File: src/hdl/tfd_pkg.sv
package tfd_pkg;

  localparam int COORD_FRAC_BITS_DEF = 16;

  localparam int TEX_WORD_W = 16;
  localparam int TEX_IDX_W  = 22;
  localparam int TEX_DEPTH  = 4194304;

  localparam int COORD_W   = 32;
  localparam int TEXEL_W   = 10;
  localparam int SIZE_W    = 11;
  localparam int OFFSET_W  = 22;
  localparam int BASE_W    = 21;
  localparam int STRIDE_W  = 5;
  localparam int CODE_W    = 3;
  localparam int CFG_IDX_W = 3;
  localparam int CFG_DATA_W = BASE_W;

  typedef enum logic [CFG_IDX_W-1:0] {
    REG_TEXTURE_BASE  = 3'd0,
    REG_LINEAR_LAYOUT = 3'd1,
    REG_USE_STRIDE    = 3'd2,
    REG_STRIDE_UNITS  = 3'd3,
    REG_PIXEL_FORMAT  = 3'd4,
    REG_WIDTH_CODE    = 3'd5,
    REG_HEIGHT_CODE   = 3'd6
  } cfg_reg_t;

  localparam logic [2:0] FMT_1555     = 3'd0;
  localparam logic [2:0] FMT_565      = 3'd1;
  localparam logic [2:0] FMT_4444     = 3'd2;
  localparam logic [2:0] FMT_1555_ALT = 3'd7;

  localparam logic [1:0] STATUS_OK        = 2'd0;
  localparam logic [1:0] STATUS_NONSQUARE = 2'd1;
  localparam logic [1:0] STATUS_FORMAT    = 2'd2;

  localparam logic REQ_SAMPLE = 1'b0;
  localparam logic REQ_WRITE  = 1'b1;

  typedef enum logic [1:0] {
    ST_IDLE,
    ST_CALC,
    ST_ADDR,
    ST_DATA
  } fetch_state_t;

  typedef struct packed {
    logic rd_en;
    logic wr_en;
  } ram_ctrl_t;

endpackage

File: src/hdl/tfd_texel.sv
module tfd_texel
  import tfd_pkg::*;
#(
  parameter int FRAC_BITS = COORD_FRAC_BITS_DEF
) (
  input  logic [COORD_W-1:0] coord,
  input  logic [CODE_W-1:0]  size_code,
  output logic [TEXEL_W-1:0] texel
);

  logic [FRAC_BITS+TEXEL_W-1:0] scaled;
  logic [SIZE_W-1:0]            size;
  logic [TEXEL_W-1:0]           texel_max;

  // size = 8 << code; the product coord*size is a plain left shift
  assign size      = SIZE_W'(8) << size_code;
  assign texel_max = TEXEL_W'(size - SIZE_W'(1));
  assign scaled    = {{TEXEL_W{1'b0}}, coord[FRAC_BITS-1:0]} <<
                     ((CODE_W+1)'(size_code) + (CODE_W+1)'(3));

  always_comb begin
    if (coord[COORD_W-1]) begin
      texel = '0;
    end else if (|coord[COORD_W-2:FRAC_BITS]) begin
      texel = texel_max;
    end else begin
      texel = scaled[FRAC_BITS+TEXEL_W-1:FRAC_BITS];
    end
  end

endmodule

File: config.mk
export PLATFORM = sky130hd
export DESIGN_NAME = tfd_texel
export DESIGN_NICKNAME = d
export VERILOG_FILES = /design/src/hdl/tfd_pkg.sv /design/src/hdl/tfd_texel.sv
export SDC_FILE = /design/constraint.sdc
export NUM_CORES = 1
export LEC_CHECK = 0
export ABC_AREA = 1
export ABC_CLOCK_PERIOD_IN_PS = 1500
export BUFFER_PORTS_ARGS = -buffer_cell sky130_fd_sc_hd__clkbuf_2
export CORE_ASPECT_RATIO = 0.7
export CORE_MARGIN = 5
export CORE_UTILIZATION = 45
export DETAILED_ROUTE_END_ITERATION = 12
export MAX_ROUTING_LAYER = met4
export PLACE_DENSITY = 0.77
export SYNTH_ARGS = -nofsm -noshare
export SYNTH_HDL_FRONTEND = slang
export SYNTH_SLANG_ARGS = --single-unit
File: constraint.sdc
create_clock -name vclk -period 1.5
set_input_delay 0.075 -clock vclk [all_inputs]
set_output_delay 0.075 -clock vclk [all_outputs]
set_load 0.05 [all_outputs]
==> results of run 1 <==
[area by class of cell]
cell class | instances | area share
timing repair buffer | 66 | 0.283
inverter | 18 | 0.0561
tap | 22 | 0.0147
multi-input combinational | 180 | 0.641
timing repair inverter | 1 | 0.00468
[synthesized netlist by cell type (all sizes together)]
| cell | number |
|---|---|
| nand2 | 82 |
| nand3 | 46 |
| nor2 | 22 |
| inv | 18 |
| a21oi | 10 |
| o21ai | 9 |
| buf | 6 |
| ha | 6 |
| o211ai | 2 |
| a31oi | 1 |
| clkbuf | 1 |
| nand4 | 1 |
| xnor2 | 1 |
[metal layers]
layer	GRT usage	wire [µm]
met1	0.329	2070
met2	0.411	2520
met3	0.0369	850
met4	0.0241	490
met5	-	0
[worst paths after layout]
check,end,slack (ns),cells after the start
max,texel[6],-0.11,10
min,texel[2],0.53,3
[power by group]
group / total [W] / switching [W] / internal [W]
registers: 0 / 0 / 0
logic: 0.000807 / 0.000493 / 0.000314
clock network: 0 / 0 / 0
total: 0.000807 / 0.000493 / 0.000314
[logic make-up after synthesis]
family / count (synthesis)
AOI/OAI and AO/OA: 22
buffers and inverters: 25
adders and majority gates: 6
and+or+nand+nor: 151
xor gates and xnor gates: 1
[metrics by stage]
stage	worst slack [ns]	hold slack [ns]	setup TNS, ns	total power (W)	utilization
4_1_cts	0.00460	0.509	0	0.000636	0.858
6_report	-0.109	0.534	-0.583	0.000807	0.967
5_1_grt	-0.266	0.537	-0.993	0.000844	0.967
3_5_place_dp	-0.215	0.535	-1.37	0.000583	0.787
2_1_floorplan	-0.0323	0.209	-0.0739	0.000394	-
3_3_place_gp	-0.182	0.528	-0.939	0.000572	0.787
[critical path, stage by stage]
cell	delay (ns)
sky130_fd_sc_hd__buf_6	0.09
sky130_fd_sc_hd__inv_6	0.04
sky130_fd_sc_hd__ha_4	0.31
sky130_fd_sc_hd__buf_6	0.16
sky130_fd_sc_hd__nand3_1	0.11
sky130_fd_sc_hd__nand2_1	0.09
sky130_fd_sc_hd__o21ai_1	0.17
sky130_fd_sc_hd__nand2_1	0.14
sky130_fd_sc_hd__a21oi_4	0.18
sky130_fd_sc_hd__buf_12	0.16
[repair_timing]
| item | 4_1_cts | 5_1_grt |
|---|---|---|
| setup buffers | 1 | 0 |
| setup endpoints to repair | 10 | 10 |
| hold endpoints to repair | 0 | 0 |
| cloned | 0 | 1 |
| gates resized for setup | 37 | 58 |
| pin swaps | 7 | 17 |
==> impl_results.rst, run 1 <==
.. list-table::
   :header-rows: 1

   * - Metric
     - Value
   * - Status
     - finished, violations left
   * - Failing checks
     - negative setup slack
   * - Power per cell area
     - 431 nW/µm²
   * - Routed length per instance
     - 20.7 µm
   * - Post-DRT Antenna Nets
     - 0
   * - Worst path setup slack after routing
     - -0.109 ns
   * - Number of synthesis warnings
     - 0
   * - Die extent in x
     - 65.0 µm
   * - Share of cells above drive strength 1
     - 0.528
   * - Total of fill cells in the finished design
     - 39
   * - Total global-route track usage
     - 0.247
   * - Total Die Area
     - 3150 µm²
   * - GRT overflow
     - 0
   * - Synth Cell Area
     - 953 µm²
   * - Count of unresolved DRC violations after routing
     - 0
   * - Largest cells by area after synthesis
     - sky130_fd_sc_hd__nand2_1 (31%), sky130_fd_sc_hd__nand3_1 (24%), sky130_fd_sc_hd__nor2_1 (8.7%)
   * - Top achievable clock speed
     - 621 MHz
   * - Hold bufs inserted after CTS
     - 0
   * - Number of antenna violations at the first check in global routing
     - 0
   * - Worst hold path class
     - primary input to output port
   * - Antenna diodes
     - 0
   * - Mux share of post-synthesis cell area
     - 0
   * - Num sequential
     - 0
   * - Leading cell type in the layout, fill and taps excluded
     - sky130_fd_sc_hd__nand2_1
   * - Sequential fraction of the synthesis area
     - 0
   * - Distinct cells, synth
     - 21
   * - Vias after detailed routing
     - 1887
   * - Placed wire-length estimate
     - 2900 µm
   * - Critical Path RT
     - 1.42 ns
   * - Peak supply drop
     - 0.285 mV
   * - Effective utilization at floorplan
     - 0.493
   * - DP Cell Count
     - 285
   * - Wire length of the first global-routing pass
     - 6530 µm
   * - Cell Rows
     - 13
   * - Critical path data arrival time
     - 1.53 ns
   * - Max-capacitance violation count
     - 0
   * - Synthesized instance count
     - 205
   * - Final hold vios
     - 0
   * - Core footprint
     - 1940 µm²
   * - Multi-input gate area
     - 1200 µm²
   * - Slew at the pin with the worst max-slew slack
     - 0.381 ns
   * - CP Capture Type
     - output port
   * - Dominant combinational cell family by area after synthesis
     - simple AND/OR/NAND/NOR gates
   * - Average cell area after synthesis
     - 4.65 µm²
   * - Number of optimization iterations in the first detailed-route pass
     - 5
   * - Finished Cell Area
     - 1870 µm²
   * - Period utilization
     - 1.07
   * - CP startpoint
     - size_code[1]
   * - Count of input and output buffers
     - 44
   * - Final critical-path required period
     - 1.61 ns
   * - Biggest area consumer among synthesized cells
     - sky130_fd_sc_hd__nand2_1
   * - Number of I/O pins
     - 45
   * - Clock Buffer Count
     - 0
   * - Routed wire length
     - 5930 µm
   * - Area share of and/or/nand/nor cells after synthesis
     - 0.668
   * - Relative max-transition margin
     - 0.746
   * - Layout overhead on the synthesized area
     - 96.3%
   * - Post-synthesis share of cell area spent on full adders, half adders and majority gates
     - 0.0787
   * - LEAKAGE
     - 0.925 nW
   * - Fraction of post-synthesis cell area in the top cell type by area
     - 0.315
   * - Number of global-route vias before repair
     - 1505
   * - Hold_sp
     - coord[31]
   * - Synth Area in Compound Gates
     - 0.126
   * - Xor/xnor share of the synthesized area
     - 0.00919
   * - Fin nets
     - 308
   * - Critical-path maximum fanout
     - 7
   * - Flip-flop and latch area
     - 0 µm²
   * - First DRT Iteration DRCs
     - 318
   * - Maximum number of pins on one net before global-route repair
     - 18
   * - Finish-stage setup viols
     - 9
   * - Non-filler cells, final
     - 287
   * - Max Slew Vio Count
     - 0
   * - Chip Height
     - 48.5 µm
   * - Most used cells in the layout excluding fill and tap cells
     - sky130_fd_sc_hd__nand2_1 (62), sky130_fd_sc_hd__clkbuf_2 (31), sky130_fd_sc_hd__nand3_1 (25)
   * - Placed Instance Area
     - 1520 µm²
   * - Placer's final routability congestion estimate
     - 0.996
   * - CP Launch Type
     - primary input
   * - Unrepaired setup endpoints after global routing
     - yes
   * - Critical Setup Path Class
     - primary input to output port
   * - Synthesized Nets
     - 246
   * - Via count normalized by instance count
     - 6.57
(Power assumes the default switching activity.)
==> run 2: changes to the inputs <==
Settings changed: ABC_CLOCK_PERIOD_IN_PS 1500 to 1300, CELL_PAD_IN_SITES_DETAIL_PLACEMENT from default to 0, CELL_PAD_IN_SITES_GLOBAL_PLACEMENT from default to 1, CORE_UTILIZATION 45 to 27, PLACE_DENSITY 0.77 to 0.76.
Clock period 1.5 ns to 1.3 ns, I/O delays scaled along.
==> impl_results.rst, run 2 (same netlist as run 1, synthesis figures left out) <==
.. list-table::
   :header-rows: 1

   * - Metric
     - Value
   * - Core footprint
     - 3470 µm² (+79%)
   * - Antenna diodes
     - 0 (unchanged)
   * - Worst hold path class
     - primary input to output port
   * - Final hold vios
     - 0 (unchanged)
   * - Switching power
     - 0.000494 W (+0.15%)
   * - Number of antenna violations at the first check in global routing
     - 0 (unchanged)
   * - Critical path cell sequence
     - clkbuf_16 > inv_8 > ha_4 > buf_6 > nand3_2 > nand2_2 > nand2_1 > nand3_1 > nand3_1 > nand2_2 > clkinvlp_4 > clkbuf_16
   * - Switching share of power
     - 0.558 (-0.0538)
   * - Post-Route Setup TNS
     - -1.74 ns (-1.16 ns)
   * - Slowest library cell on the worst path
     - sky130_fd_sc_hd__ha_4
   * - GRT overflow
     - 0 (unchanged)
   * - Number of optimization iterations in the first detailed-route pass
     - 4 (-1)
   * - Maximum cell stage delay along the critical path
     - 0.36 ns (+0.05 ns)
   * - Share of cells above drive strength 1
     - 0.542 (+0.0138)
   * - Flip-flop and latch area
     - 0 µm² (unchanged)
   * - First DRT Iteration DRCs
     - 56 (-82%)
   * - Slew at the pin with the worst max-slew slack
     - 0.316 ns (-0.0650 ns)
   * - Count of unresolved DRC violations after routing
     - 0 (unchanged)
   * - Worst path setup slack after routing
     - -0.219 ns (-0.110 ns)
   * - Finish-stage setup viols
     - 10 (+1)
   * - Peak supply drop
     - 0.206 mV (-28%)
   * - Post-DRT Antenna Nets
     - 0 (unchanged)
   * - Maximum number of pins on one net before global-route repair
     - 17 (-1)
   * - Final critical-path required period
     - 1.52 ns
   * - Routed length per instance
     - 12.1 µm (-41%)
   * - Number of global-route vias before repair
     - 1398 (-7.1%)
   * - Chip Height
     - 59.7 µm (+23%)
   * - Via count normalized by instance count
     - 4.82 (-27%)
   * - Leading cell type in the layout, fill and taps excluded
     - sky130_fd_sc_hd__nand2_1
   * - Pint
     - 0.000392 W (+25%)
   * - Share of power burned in registers
     - 0 (unchanged)
   * - Period utilization
     - 1.17
   * - Placed wire-length estimate
     - 3070 µm (+5.7%)
   * - Wire length of the first global-routing pass
     - 6190 µm (-5.3%)
   * - Clock Buffer Count
     - 0 (unchanged)
   * - LEAKAGE
     - 0.988 nW (+6.8%)
   * - Layout overhead on the synthesized area
     - 110%
   * - Critical Path RT
     - 1.24 ns (-0.18 ns)
   * - Combinational share of power
     - 1.000 (about the same)
   * - Total Die Area
     - 4840 µm² (+53%)
   * - Hold bufs inserted after CTS
     - 0 (unchanged)
   * - Top achievable clock speed
     - 658 MHz
   * - Relative max-transition margin
     - 0.787 (+0.0414)
   * - Max-capacitance violation count
     - 0 (unchanged)
   * - Critical-path maximum fanout
     - 8 (+1)
   * - Most used cells in the layout excluding fill and tap cells
     - sky130_fd_sc_hd__nand2_1 (63), sky130_fd_sc_hd__clkbuf_2 (32), sky130_fd_sc_hd__nand3_1 (27)
   * - Vias after detailed routing
     - 1557 (-17%)
   * - Failing checks
     - negative setup slack
   * - Die extent in x
     - 81.0 µm (+25%)
   * - Num sequential
     - 0 (unchanged)
   * - Fraction of power consumed by the clock network
     - 0 (unchanged)
   * - Hold slack final
     - 0.448 ns (-0.0857 ns)
   * - Routed wire length
     - 3910 µm (-34%)
   * - Hold Path Stages
     - 3 (unchanged)
   * - CP Capture Type
     - output port
   * - Power per cell area
     - 443 nW/µm² (+2.8%)
   * - Cell Rows
     - 18 (+5)
   * - CP Launch Type
     - primary input
   * - Unrepaired setup endpoints after global routing
     - yes
   * - Effective utilization at floorplan
     - 0.275 (-0.218)
   * - Number of I/O pins
     - 45 (unchanged)
   * - Fin nets
     - 316 (+2.6%)
   * - Count of input and output buffers
     - 44 (unchanged)
   * - Max Slew Vio Count
     - 0 (unchanged)
   * - Placer's final routability congestion estimate
     - 0.913 (-8.4%)
   * - Setup slack at placement
     - -0.363 ns (-0.148 ns)
   * - Critical path data arrival time
     - 1.45 ns (-0.08 ns)
   * - Critical Setup Path Class
     - primary input to output port
   * - Total global-route track usage
     - 0.160 (-0.0875)
   * - Overall power of the completed layout
     - 0.000886 W (+9.8%)
   * - Status
     - finished, violations left
==> run 2: routing by layer <==
metal | up-vias | GRT usage | part of all wire | wire, µm
met5 | - | - | 0 | 0
li1 | 816 | - | - | -
met4 | 0 | 0 | 0.0067 | 26
met3 | 4 | 0.00753 | 0.051 | 201
met2 | 41 | 0.255 | 0.47 | 1840
met1 | 696 | 0.238 | 0.47 | 1840
==> run 2: path summary, 6_finish.rpt <==
check	startpoint	end	slack, ns
worst max-delay path	size_code[0]	texel[0]	-0.22
worst min-delay path	coord[31]	texel[2]	0.45
==> run 2: final cells by class <==
type | instances | area, µm²
fillers | 375 | 1470
well taps | 50 | 62.6
multi-input cells | 180 | 1170
repair inverters | 2 | 17.5
repair buffers | 73 | 639
inverters | 18 | 108
==> run 2: power groups by stage <==
stage / combinational [W] / sequential, W / clock [W]
final: 0.000886 / 0 / 0
after global routing: 0.000959 / 0 / 0
after CTS: 0.000812 / 0 / 0
after detailed placement: 0.000706 / 0 / 0
after global placement: 0.000704 / 0 / 0
after floorplan: 0.000460 / 0 / 0
==> run 2: per-stage QoR <==
step	cell area, µm²	std cells	util
2_1_floorplan	1150	205	-
3_3_place_gp	1630	317	0.471
6_report	2000	323	0.576
4_1_cts	1870	321	0.539
3_5_place_dp	1630	317	0.471
5_1_grt	2000	323	0.576
==> run 2: timing repair <==
action / in CTS / in global routing
setup buffers: 3 / 1
pin swaps: 26 / 10
setup endpoints to repair: 10 / 10
gates resized for setup: 51 / 25
cloned: 1 / 1
==> run 2: critical path, delay by kind of cell <==
kind,cells,cell delay [ns]
simple gates,6,0.45
buf+inv,5,0.58
fa+ha+maj,1,0.36
